===== config.mk =====
export PLATFORM = sky130hd
export DESIGN_NAME = serial_frame_receiver_core_flat
export DESIGN_NICKNAME = d
export VERILOG_FILES = /design/src/hdl/sfr_pkg.sv /design/src/hdl/sfr_in_if.sv /design/src/hdl/sfr_out_if.sv /design/src/hdl/sfr_parser.sv /design/src/hdl/serial_frame_receiver_core.sv /design/src/flat_wrapper.sv
export SDC_FILE = /design/constraint.sdc
export NUM_CORES = 1
export LEC_CHECK = 0
export BUFFER_PORTS_ARGS = -buffer_cell sky130_fd_sc_hd__buf_2
export CAP_MARGIN = 25
export CORE_UTILIZATION = 55
export DETAILED_ROUTE_END_ITERATION = 12
export PLACE_DENSITY = 0.75
export RECOVER_POWER = 50
export SLEW_MARGIN = 20
export SYNTH_ARGS = -nofsm -noshare
export SYNTH_HDL_FRONTEND = slang
export SYNTH_SLANG_ARGS = --single-unit

===== constraint.sdc =====
create_clock -name clk_i -period 7.43 [get_ports clk_i]
set_clock_uncertainty 0.1 [all_clocks]
set_input_delay 1.8575 -clock clk_i [delete_from_list [all_inputs] [get_ports clk_i]]
set_output_delay 1.8575 -clock clk_i [all_outputs]
set_load 0.05 [all_outputs]

===== src/hdl/sfr_pkg.sv =====
package sfr_pkg;

  localparam int unsigned PosW  = 3;
  localparam int unsigned CntW  = 9;
  localparam int unsigned ByteW = 8;

  // Header "IMPROV" followed by the version byte; last entry is padding.
  localparam logic [7:0] HeaderPattern [8] = '{
    8'h49, 8'h4D, 8'h50, 8'h52, 8'h4F, 8'h56, 8'h01, 8'h00
  };

  // Sum of the header bytes, seed of the frame checksum.
  localparam logic [7:0] SumSeed = 8'hDE;

  typedef enum logic [2:0] {
    ROLE_HDR_MATCH    = 3'd0,
    ROLE_HDR_MISMATCH = 3'd1,
    ROLE_TYPE         = 3'd2,
    ROLE_LENGTH       = 3'd3,
    ROLE_DATA         = 3'd4,
    ROLE_CHECKSUM     = 3'd5
  } byte_role_e;

  typedef struct packed {
    logic [7:0] data_byte;
    byte_role_e byte_role;
    logic       frame_done;
    logic       frame_valid;
    logic       frame_overflow;
    logic       session_active;
  } sfr_result_t;

endpackage


===== src/hdl/sfr_in_if.sv =====
interface sfr_in_if;
  logic       valid;
  logic       ready;
  logic [7:0] rx_byte;

  modport source (output valid, output rx_byte, input ready);
  modport sink   (input valid, input rx_byte, output ready);
endinterface


===== src/hdl/sfr_out_if.sv =====
interface sfr_out_if;
  logic       valid;
  logic       ready;
  logic [7:0] data_byte;
  logic [2:0] byte_role;
  logic       frame_done;
  logic       frame_valid;
  logic       frame_overflow;
  logic       session_active;

  modport source (
    output valid, output data_byte, output byte_role, output frame_done,
    output frame_valid, output frame_overflow, output session_active,
    input ready
  );
  modport sink (
    input valid, input data_byte, input byte_role, input frame_done,
    input frame_valid, input frame_overflow, input session_active,
    output ready
  );
endinterface


===== src/hdl/sfr_parser.sv =====
module sfr_parser #(
  parameter int unsigned HEADER_BYTES = 7,
  parameter int unsigned MAX_BODY     = 256
) (
  input  logic                clk_i,
  input  logic                rst_ni,
  input  logic                step_i,
  input  logic [7:0]          byte_i,
  output sfr_pkg::sfr_result_t result_o
);

  logic [sfr_pkg::PosW-1:0] pos_q, pos_d;
  logic [sfr_pkg::CntW-1:0] cnt_q, cnt_d;
  logic [7:0]               len_q, len_d;
  logic [7:0]               sum_q, sum_d;
  logic                     active_q, active_d;

  logic                     in_body;
  logic                     hdr_match;
  logic [sfr_pkg::CntW:0]   size;
  logic                     is_cksum;

  assign in_body   = pos_q >= sfr_pkg::PosW'(HEADER_BYTES);
  assign hdr_match = byte_i == sfr_pkg::HeaderPattern[pos_q];
  assign size      = {1'b0, cnt_q} + (sfr_pkg::CntW+1)'(1);
  assign is_cksum  = (cnt_q > sfr_pkg::CntW'(1))
                   && (cnt_q == {1'b0, len_q} + sfr_pkg::CntW'(2));

  always_comb begin
    pos_d    = pos_q;
    cnt_d    = cnt_q;
    len_d    = len_q;
    sum_d    = sum_q;
    active_d = active_q;

    result_o.data_byte      = byte_i;
    result_o.byte_role      = sfr_pkg::ROLE_HDR_MATCH;
    result_o.frame_done     = 1'b0;
    result_o.frame_valid    = 1'b0;
    result_o.frame_overflow = 1'b0;

    if (!in_body) begin
      if (hdr_match) begin
        pos_d              = pos_q + sfr_pkg::PosW'(1);
        result_o.byte_role = sfr_pkg::ROLE_HDR_MATCH;
      end else begin
        pos_d              = (byte_i == sfr_pkg::HeaderPattern[0])
                           ? sfr_pkg::PosW'(1) : '0;
        result_o.byte_role = sfr_pkg::ROLE_HDR_MISMATCH;
      end
    end else begin
      if (cnt_q == '0) begin
        result_o.byte_role = sfr_pkg::ROLE_TYPE;
      end else if (cnt_q == sfr_pkg::CntW'(1)) begin
        result_o.byte_role = sfr_pkg::ROLE_LENGTH;
        len_d              = byte_i;
      end else if (is_cksum) begin
        result_o.byte_role = sfr_pkg::ROLE_CHECKSUM;
      end else begin
        result_o.byte_role = sfr_pkg::ROLE_DATA;
      end

      if (is_cksum) begin
        result_o.frame_done  = 1'b1;
        result_o.frame_valid = sum_q == byte_i;
        if (sum_q == byte_i) begin
          active_d = 1'b1;
        end
        pos_d = '0;
        cnt_d = '0;
        sum_d = sfr_pkg::SumSeed;
      end else begin
        sum_d = sum_q + byte_i;
        cnt_d = size[sfr_pkg::CntW-1:0];
        if (size > (sfr_pkg::CntW+1)'(MAX_BODY)) begin
          // body too long without a checksum: drop it and hunt for a header
          result_o.frame_overflow = 1'b1;
          pos_d = '0;
          cnt_d = '0;
          sum_d = sfr_pkg::SumSeed;
        end
      end
    end

    result_o.session_active = active_d;
  end

  always_ff @(posedge clk_i or negedge rst_ni) begin
    if (!rst_ni) begin
      pos_q    <= '0;
      cnt_q    <= '0;
      len_q    <= '0;
      sum_q    <= sfr_pkg::SumSeed;
      active_q <= 1'b0;
    end else if (step_i) begin
      pos_q    <= pos_d;
      cnt_q    <= cnt_d;
      len_q    <= len_d;
      sum_q    <= sum_d;
      active_q <= active_d;
    end
  end

endmodule


===== src/hdl/serial_frame_receiver_core.sv =====
// Serial frame receiver: one received byte per request on rx_i, one result
// per byte on res_o. The byte is passed through with its role in the frame
// (header match/mismatch, type, length, data, checksum). Frames are the
// header "IMPROV" + 0x01, then type, length, <length> data bytes and an 8-bit
// checksum equal to 0xDE plus the sum of type, length and data bytes. The
// checksum byte raises frame_done, and frame_valid when it matches; the first
// valid frame sets session_active until reset. A body that grows past
// MAX_BODY bytes without its checksum is dropped and flagged with
// frame_overflow. Throughput is one byte per clock while res_o is not stalled;
// each byte is caught in the input register when accepted, then passes the
// parser into the result register. HEADER_BYTES selects how many leading
// bytes of the header are matched (1..7).
module serial_frame_receiver_core #(
  parameter int unsigned HEADER_BYTES = 7,
  parameter int unsigned MAX_BODY     = 256
) (
  input  logic  clk_i,
  input  logic  rst_ni,
  sfr_in_if.sink    rx_i,
  sfr_out_if.source res_o
);

  // input register
  logic       in_valid_q, in_valid_d;
  logic [7:0] in_byte_q;

  // result register
  logic                 out_valid_q, out_valid_d;
  sfr_pkg::sfr_result_t out_q;
  sfr_pkg::sfr_result_t result;

  logic advance;
  logic rx_take;

  // the parser step fires when the input register holds a byte and the
  // result register is empty or being drained this cycle
  assign advance    = in_valid_q && (!out_valid_q || res_o.ready);
  assign rx_i.ready = !in_valid_q || advance;
  assign rx_take    = rx_i.valid && rx_i.ready;

  always_comb begin
    in_valid_d = in_valid_q;
    if (rx_take) begin
      in_valid_d = 1'b1;
    end else if (advance) begin
      in_valid_d = 1'b0;
    end

    out_valid_d = out_valid_q;
    if (advance) begin
      out_valid_d = 1'b1;
    end else if (res_o.ready) begin
      out_valid_d = 1'b0;
    end
  end

  sfr_parser #(
    .HEADER_BYTES(HEADER_BYTES),
    .MAX_BODY    (MAX_BODY)
  ) u_parser (
    .clk_i   (clk_i),
    .rst_ni  (rst_ni),
    .step_i  (advance),
    .byte_i  (in_byte_q),
    .result_o(result)
  );

  always_ff @(posedge clk_i or negedge rst_ni) begin
    if (!rst_ni) begin
      in_valid_q  <= 1'b0;
      out_valid_q <= 1'b0;
    end else begin
      in_valid_q  <= in_valid_d;
      out_valid_q <= out_valid_d;
    end
  end

  // payload registers, no reset needed
  always_ff @(posedge clk_i) begin
    if (rx_take) begin
      in_byte_q <= rx_i.rx_byte;
    end
    if (advance) begin
      out_q <= result;
    end
  end

  assign res_o.valid          = out_valid_q;
  assign res_o.data_byte      = out_q.data_byte;
  assign res_o.byte_role      = out_q.byte_role;
  assign res_o.frame_done     = out_q.frame_done;
  assign res_o.frame_valid    = out_q.frame_valid;
  assign res_o.frame_overflow = out_q.frame_overflow;
  assign res_o.session_active = out_q.session_active;

endmodule


===== src/flat_wrapper.sv =====
// flat-port wrapper written by rule: the top's interface ports become plain ports
module serial_frame_receiver_core_flat 
#(
  parameter int unsigned HEADER_BYTES = 7,
  parameter int unsigned MAX_BODY     = 256
)
  (clk_i, rst_ni, rx_i_valid, rx_i_rx_byte, rx_i_ready, res_o_valid, res_o_data_byte, res_o_byte_role, res_o_frame_done, res_o_frame_valid, res_o_frame_overflow, res_o_session_active, res_o_ready);
  sfr_in_if rx_i_i ();
  sfr_out_if res_o_i ();
  input  logic clk_i;
  input  logic rst_ni;
  input wire logic [$bits(rx_i_i.valid)-1:0] rx_i_valid;
  input wire logic [$bits(rx_i_i.rx_byte)-1:0] rx_i_rx_byte;
  output wire logic [$bits(rx_i_i.ready)-1:0] rx_i_ready;
  output wire logic [$bits(res_o_i.valid)-1:0] res_o_valid;
  output wire logic [$bits(res_o_i.data_byte)-1:0] res_o_data_byte;
  output wire logic [$bits(res_o_i.byte_role)-1:0] res_o_byte_role;
  output wire logic [$bits(res_o_i.frame_done)-1:0] res_o_frame_done;
  output wire logic [$bits(res_o_i.frame_valid)-1:0] res_o_frame_valid;
  output wire logic [$bits(res_o_i.frame_overflow)-1:0] res_o_frame_overflow;
  output wire logic [$bits(res_o_i.session_active)-1:0] res_o_session_active;
  input wire logic [$bits(res_o_i.ready)-1:0] res_o_ready;
  assign rx_i_i.valid = rx_i_valid;
  assign rx_i_i.rx_byte = rx_i_rx_byte;
  assign rx_i_ready = rx_i_i.ready;
  assign res_o_valid = res_o_i.valid;
  assign res_o_data_byte = res_o_i.data_byte;
  assign res_o_byte_role = res_o_i.byte_role;
  assign res_o_frame_done = res_o_i.frame_done;
  assign res_o_frame_valid = res_o_i.frame_valid;
  assign res_o_frame_overflow = res_o_i.frame_overflow;
  assign res_o_session_active = res_o_i.session_active;
  assign res_o_i.ready = res_o_ready;
  serial_frame_receiver_core #(.HEADER_BYTES(HEADER_BYTES), .MAX_BODY(MAX_BODY)) u_core (.clk_i(clk_i), .rst_ni(rst_ni), .rx_i(rx_i_i), .res_o(res_o_i));
endmodule

==> flow_metrics.env <==
export IMPL_cts_tree="yes"
export IMPL_r2r_end="u_core.u_parser.cnt_q[0]$_DFFE_PN0P_"
export IMPL_hpwlAfterDp_um=4565
export IMPL_finalHoldViolCount=0
export IMPL_p_total_uw=573.3
export IMPL_grt_pass1_vias=2224
export IMPL_drc=0
export IMPL_portBuffers=28
export IMPL_reg2reg_from="u_core.u_parser.len_q[1]$_DFFE_PN0P_"
export IMPL_die_w_um=77.36
export IMPL_cts_buffers=5
export IMPL_grt_overflow_total=0
export IMPL_grtUsageTotal=0.2309
export IMPL_worstHoldPathCells=2
export IMPL_start_kind="input pin"
export IMPL_synth_seq_area_share=0.4720
export IMPL_critPathMaxStageDelay_ps=230
export IMPL_gp_congestion=0.8931
export IMPL_slew_viol_final=32
export IMPL_hold_class="flop to flop"
export IMPL_syn2layout_area_growth_pct=8.253
export IMPL_synthCells=304
export IMPL_via_per_inst=5.874
export IMPL_synth_seq_cells=54
export IMPL_r2r_setup_slack_ps=3600
export IMPL_initial_core_util=0.5706
export IMPL_rsz0062_at_grt="no"
export IMPL_syn_mean_instance_area_um2=10.27
export IMPL_coreArea_um2=5473
export IMPL_path_class="input pin to output port"
export IMPL_grt_pass1_wl_um=10670
export IMPL_fp_dieArea_um2=5984
export IMPL_netlist_area_um2=3123
export IMPL_holdWs_ps=363.4
export IMPL_diodes=0
export IMPL_die_y_um=77.36
export IMPL_failed_checks="max-capacitance violations, max-slew violations"
export IMPL_cts_repair_resized=0
export IMPL_slew_headroom=-0.1588
export IMPL_slowest_stage="buf_2"
export IMPL_cts_sinks=54
export IMPL_cts_root_buf="clkbuf_8"
export IMPL_drive_above_1_share=0.1748
export IMPL_utilization=0.6177
export IMPL_ys_async_sr_fraction=0.5741
export IMPL_cts_setup_buffers=0
export IMPL_synth_nets=333
export IMPL_crit_fanout=3
export IMPL_ys_types=56
export IMPL_cp_required_ps=5470
export IMPL_antenna_found_initial=0
export IMPL_fmax_mhz=231.5
export IMPL_dr_pass1_iters=4
export IMPL_p_leak_nw=1.385
export IMPL_period_share=0.5814
export IMPL_outcome="finished, violations left"
export IMPL_synth_edff_count=23
export IMPL_cp_data_arrival_time_ps=2360
export IMPL_postRouteAntennaNets=0
export IMPL_multi_input_area_um2=1521
export IMPL_hold_end="u_core.u_parser.sum_q[2]$_DFFE_PN1P_"
export IMPL_grt_start_max_net_pins=32
export IMPL_std_cell_rows=27
export IMPL_vdd_drop_max_v=0.0001189
export IMPL_nNetsFinal=354
export IMPL_fillers=492
export IMPL_path_clk_slew_ps=100
export IMPL_drt_wl_total_um=6245
export IMPL_setup_tns_final_ps=0
export IMPL_end_kind="output port"
export IMPL_worst_pin_slew_ps=1738
export IMPL_power_density_nw_per_um2=169.6
export IMPL_dp_cells=390
export IMPL_ys_flop_type="dfrtp_1"
export IMPL_wl_per_cell_um=15.69
export IMPL_cpMostUsedCell="buf_2"
export IMPL_holdBufCountCts=0
export IMPL_cts_buffer_depth=2
export IMPL_layout_common_cells="buf_2 (26), dfrtp_1 (25), edfxtp_1 (23), nand2_1 (21), nor2_1 (19)"
export IMPL_max_cap_violations=1
export IMPL_finalCriticalPeriod_ps=4320
export IMPL_via_count=2338
export IMPL_io_pins=29
export IMPL_worstPathCellList="buf_2 > nand3b_1 > buf_2"
export IMPL_initialDrtViolationCount=252
export IMPL_setup_viol=0
export IMPL_worstSkewPairLatency_ps=320
export IMPL_synth_warnings=0
export IMPL_reg2regPathDepth=8
export IMPL_stdcell_count=398
export IMPL_min_from="u_core.u_parser.sum_q[2]$_DFFE_PN1P_"
export IMPL_cts_htree_levels=2
export IMPL_final_common_cell="buf_2"
export IMPL_regArea_um2=1474
## through the flow
stage	setup slack [ps]	cell area [um^2]
6_report	3110	3381
5_1_grt	3057	3381
4_1_cts	3112	3390
3_5_place_dp	2964	3292
3_3_place_gp	3109	3292
2_1_floorplan	3132	3123
## where the power goes
part	switching [mW]	internal [mW]	leakage (nW)
combinational	0.0446	0.0195	0.724
clock	0.105	0.0707	0.0506
sequential	0.0101	0.324	0.610
## flip-flops by register name (all words and copies together) (netlist names)
signal and count:
u_core.in_valid_q 1, u_core.u_parser.cnt_q 9, u_core.u_parser.len_q 8, u_core.res_o.data_byte 8
u_core.res_o.valid 1, u_core.res_o.byte_role 3, u_core.u_parser.sum_q 8, u_core.in_byte_q 8
u_core.res_o.frame_valid 1, u_core.res_o.frame_done 1, u_core.res_o.frame_overflow 1, u_core.res_o.session_active 1
u_core.u_parser.pos_q 3, u_core.u_parser.active_q 1
## cell families after synthesis
logic type                 after synthesis  share of synthesized area
and+or+nand+nor                        102                     0.1771
AOI/OAI and AO/OA                       71                     0.1470
DFF                                     54                     0.4720
buffers and inverters                   29                    0.03886
xor gates and xnor gates                21                    0.05890
adders and majority gates               17                    0.07051
muxes                                   10                    0.03566
## layout make-up
cell class                 count  share of cell area
sequential                    54              0.4360
multi-input combinational    221              0.4500
clock inverter                 3            0.008512
tap                           72             0.02665
timing repair buffer          29             0.04293
clock buffer                   5             0.02036
inverter                      14             0.01554
## cell usage after synthesis, types with 5 or more instances
library cell / n / area share
xnor2_1: 14 / 0.039
a31oi_1: 7 / 0.014
dfrtp_1: 25 / 0.20
nand3_1: 8 / 0.013
o21ai_0: 18 / 0.029
xor2_1: 7 / 0.020
a22o_1: 5 / 0.014
edfxtp_1: 23 / 0.22
nand2b_1: 5 / 0.010
nor3_1: 11 / 0.018
nor2_1: 19 / 0.023
ha_1: 16 / 0.064
clkbuf_1: 5 / 0.0060
buf_2: 9 / 0.014
and2_1: 5 / 0.010
dfstp_2: 6 / 0.050
mux2_2: 9 / 0.032
nor2b_1: 6 / 0.012
inv_1: 14 / 0.017
nand2_1: 21 / 0.025
a21oi_1: 14 / 0.022
## critical path: cells and delay by family
| kind | cells | cell delay (ps) |
|---|---|---|
| buf+inv | 2 | 330 |
| simple gates | 1 | 180 |
## metal layers
layer	vias to the layer above	wire (um)	GRT usage	share of wire
li1	1143	-	-	-
met1	1101	2709	0.3106	0.43
met2	86	3001	0.3681	0.48
met3	8	453	0.04588	0.073
met4	0	80	0.08868	0.013
met5	-	0	0	0
## worst max path at each step
stage | startpoint | end | slack, ps | cells past startpoint
after floorplan | res_o_ready | rx_i_ready | 3130 | 1
after global placement | res_o_ready | u_core.u_parser.len_q[5]$_DFFE_PN0P_ | 3110 | 7
after detailed placement | res_o_ready | u_core.u_parser.len_q[6]$_DFFE_PN0P_ | 2960 | 7
after CTS | res_o_ready | rx_i_ready | 3110 | 3
after global routing | res_o_ready | u_core.u_parser.len_q[6]$_DFFE_PN0P_ | 3060 | 7
final | res_o_ready | rx_i_ready | 3110 | 3
Power figures use the tool's default switching activity.
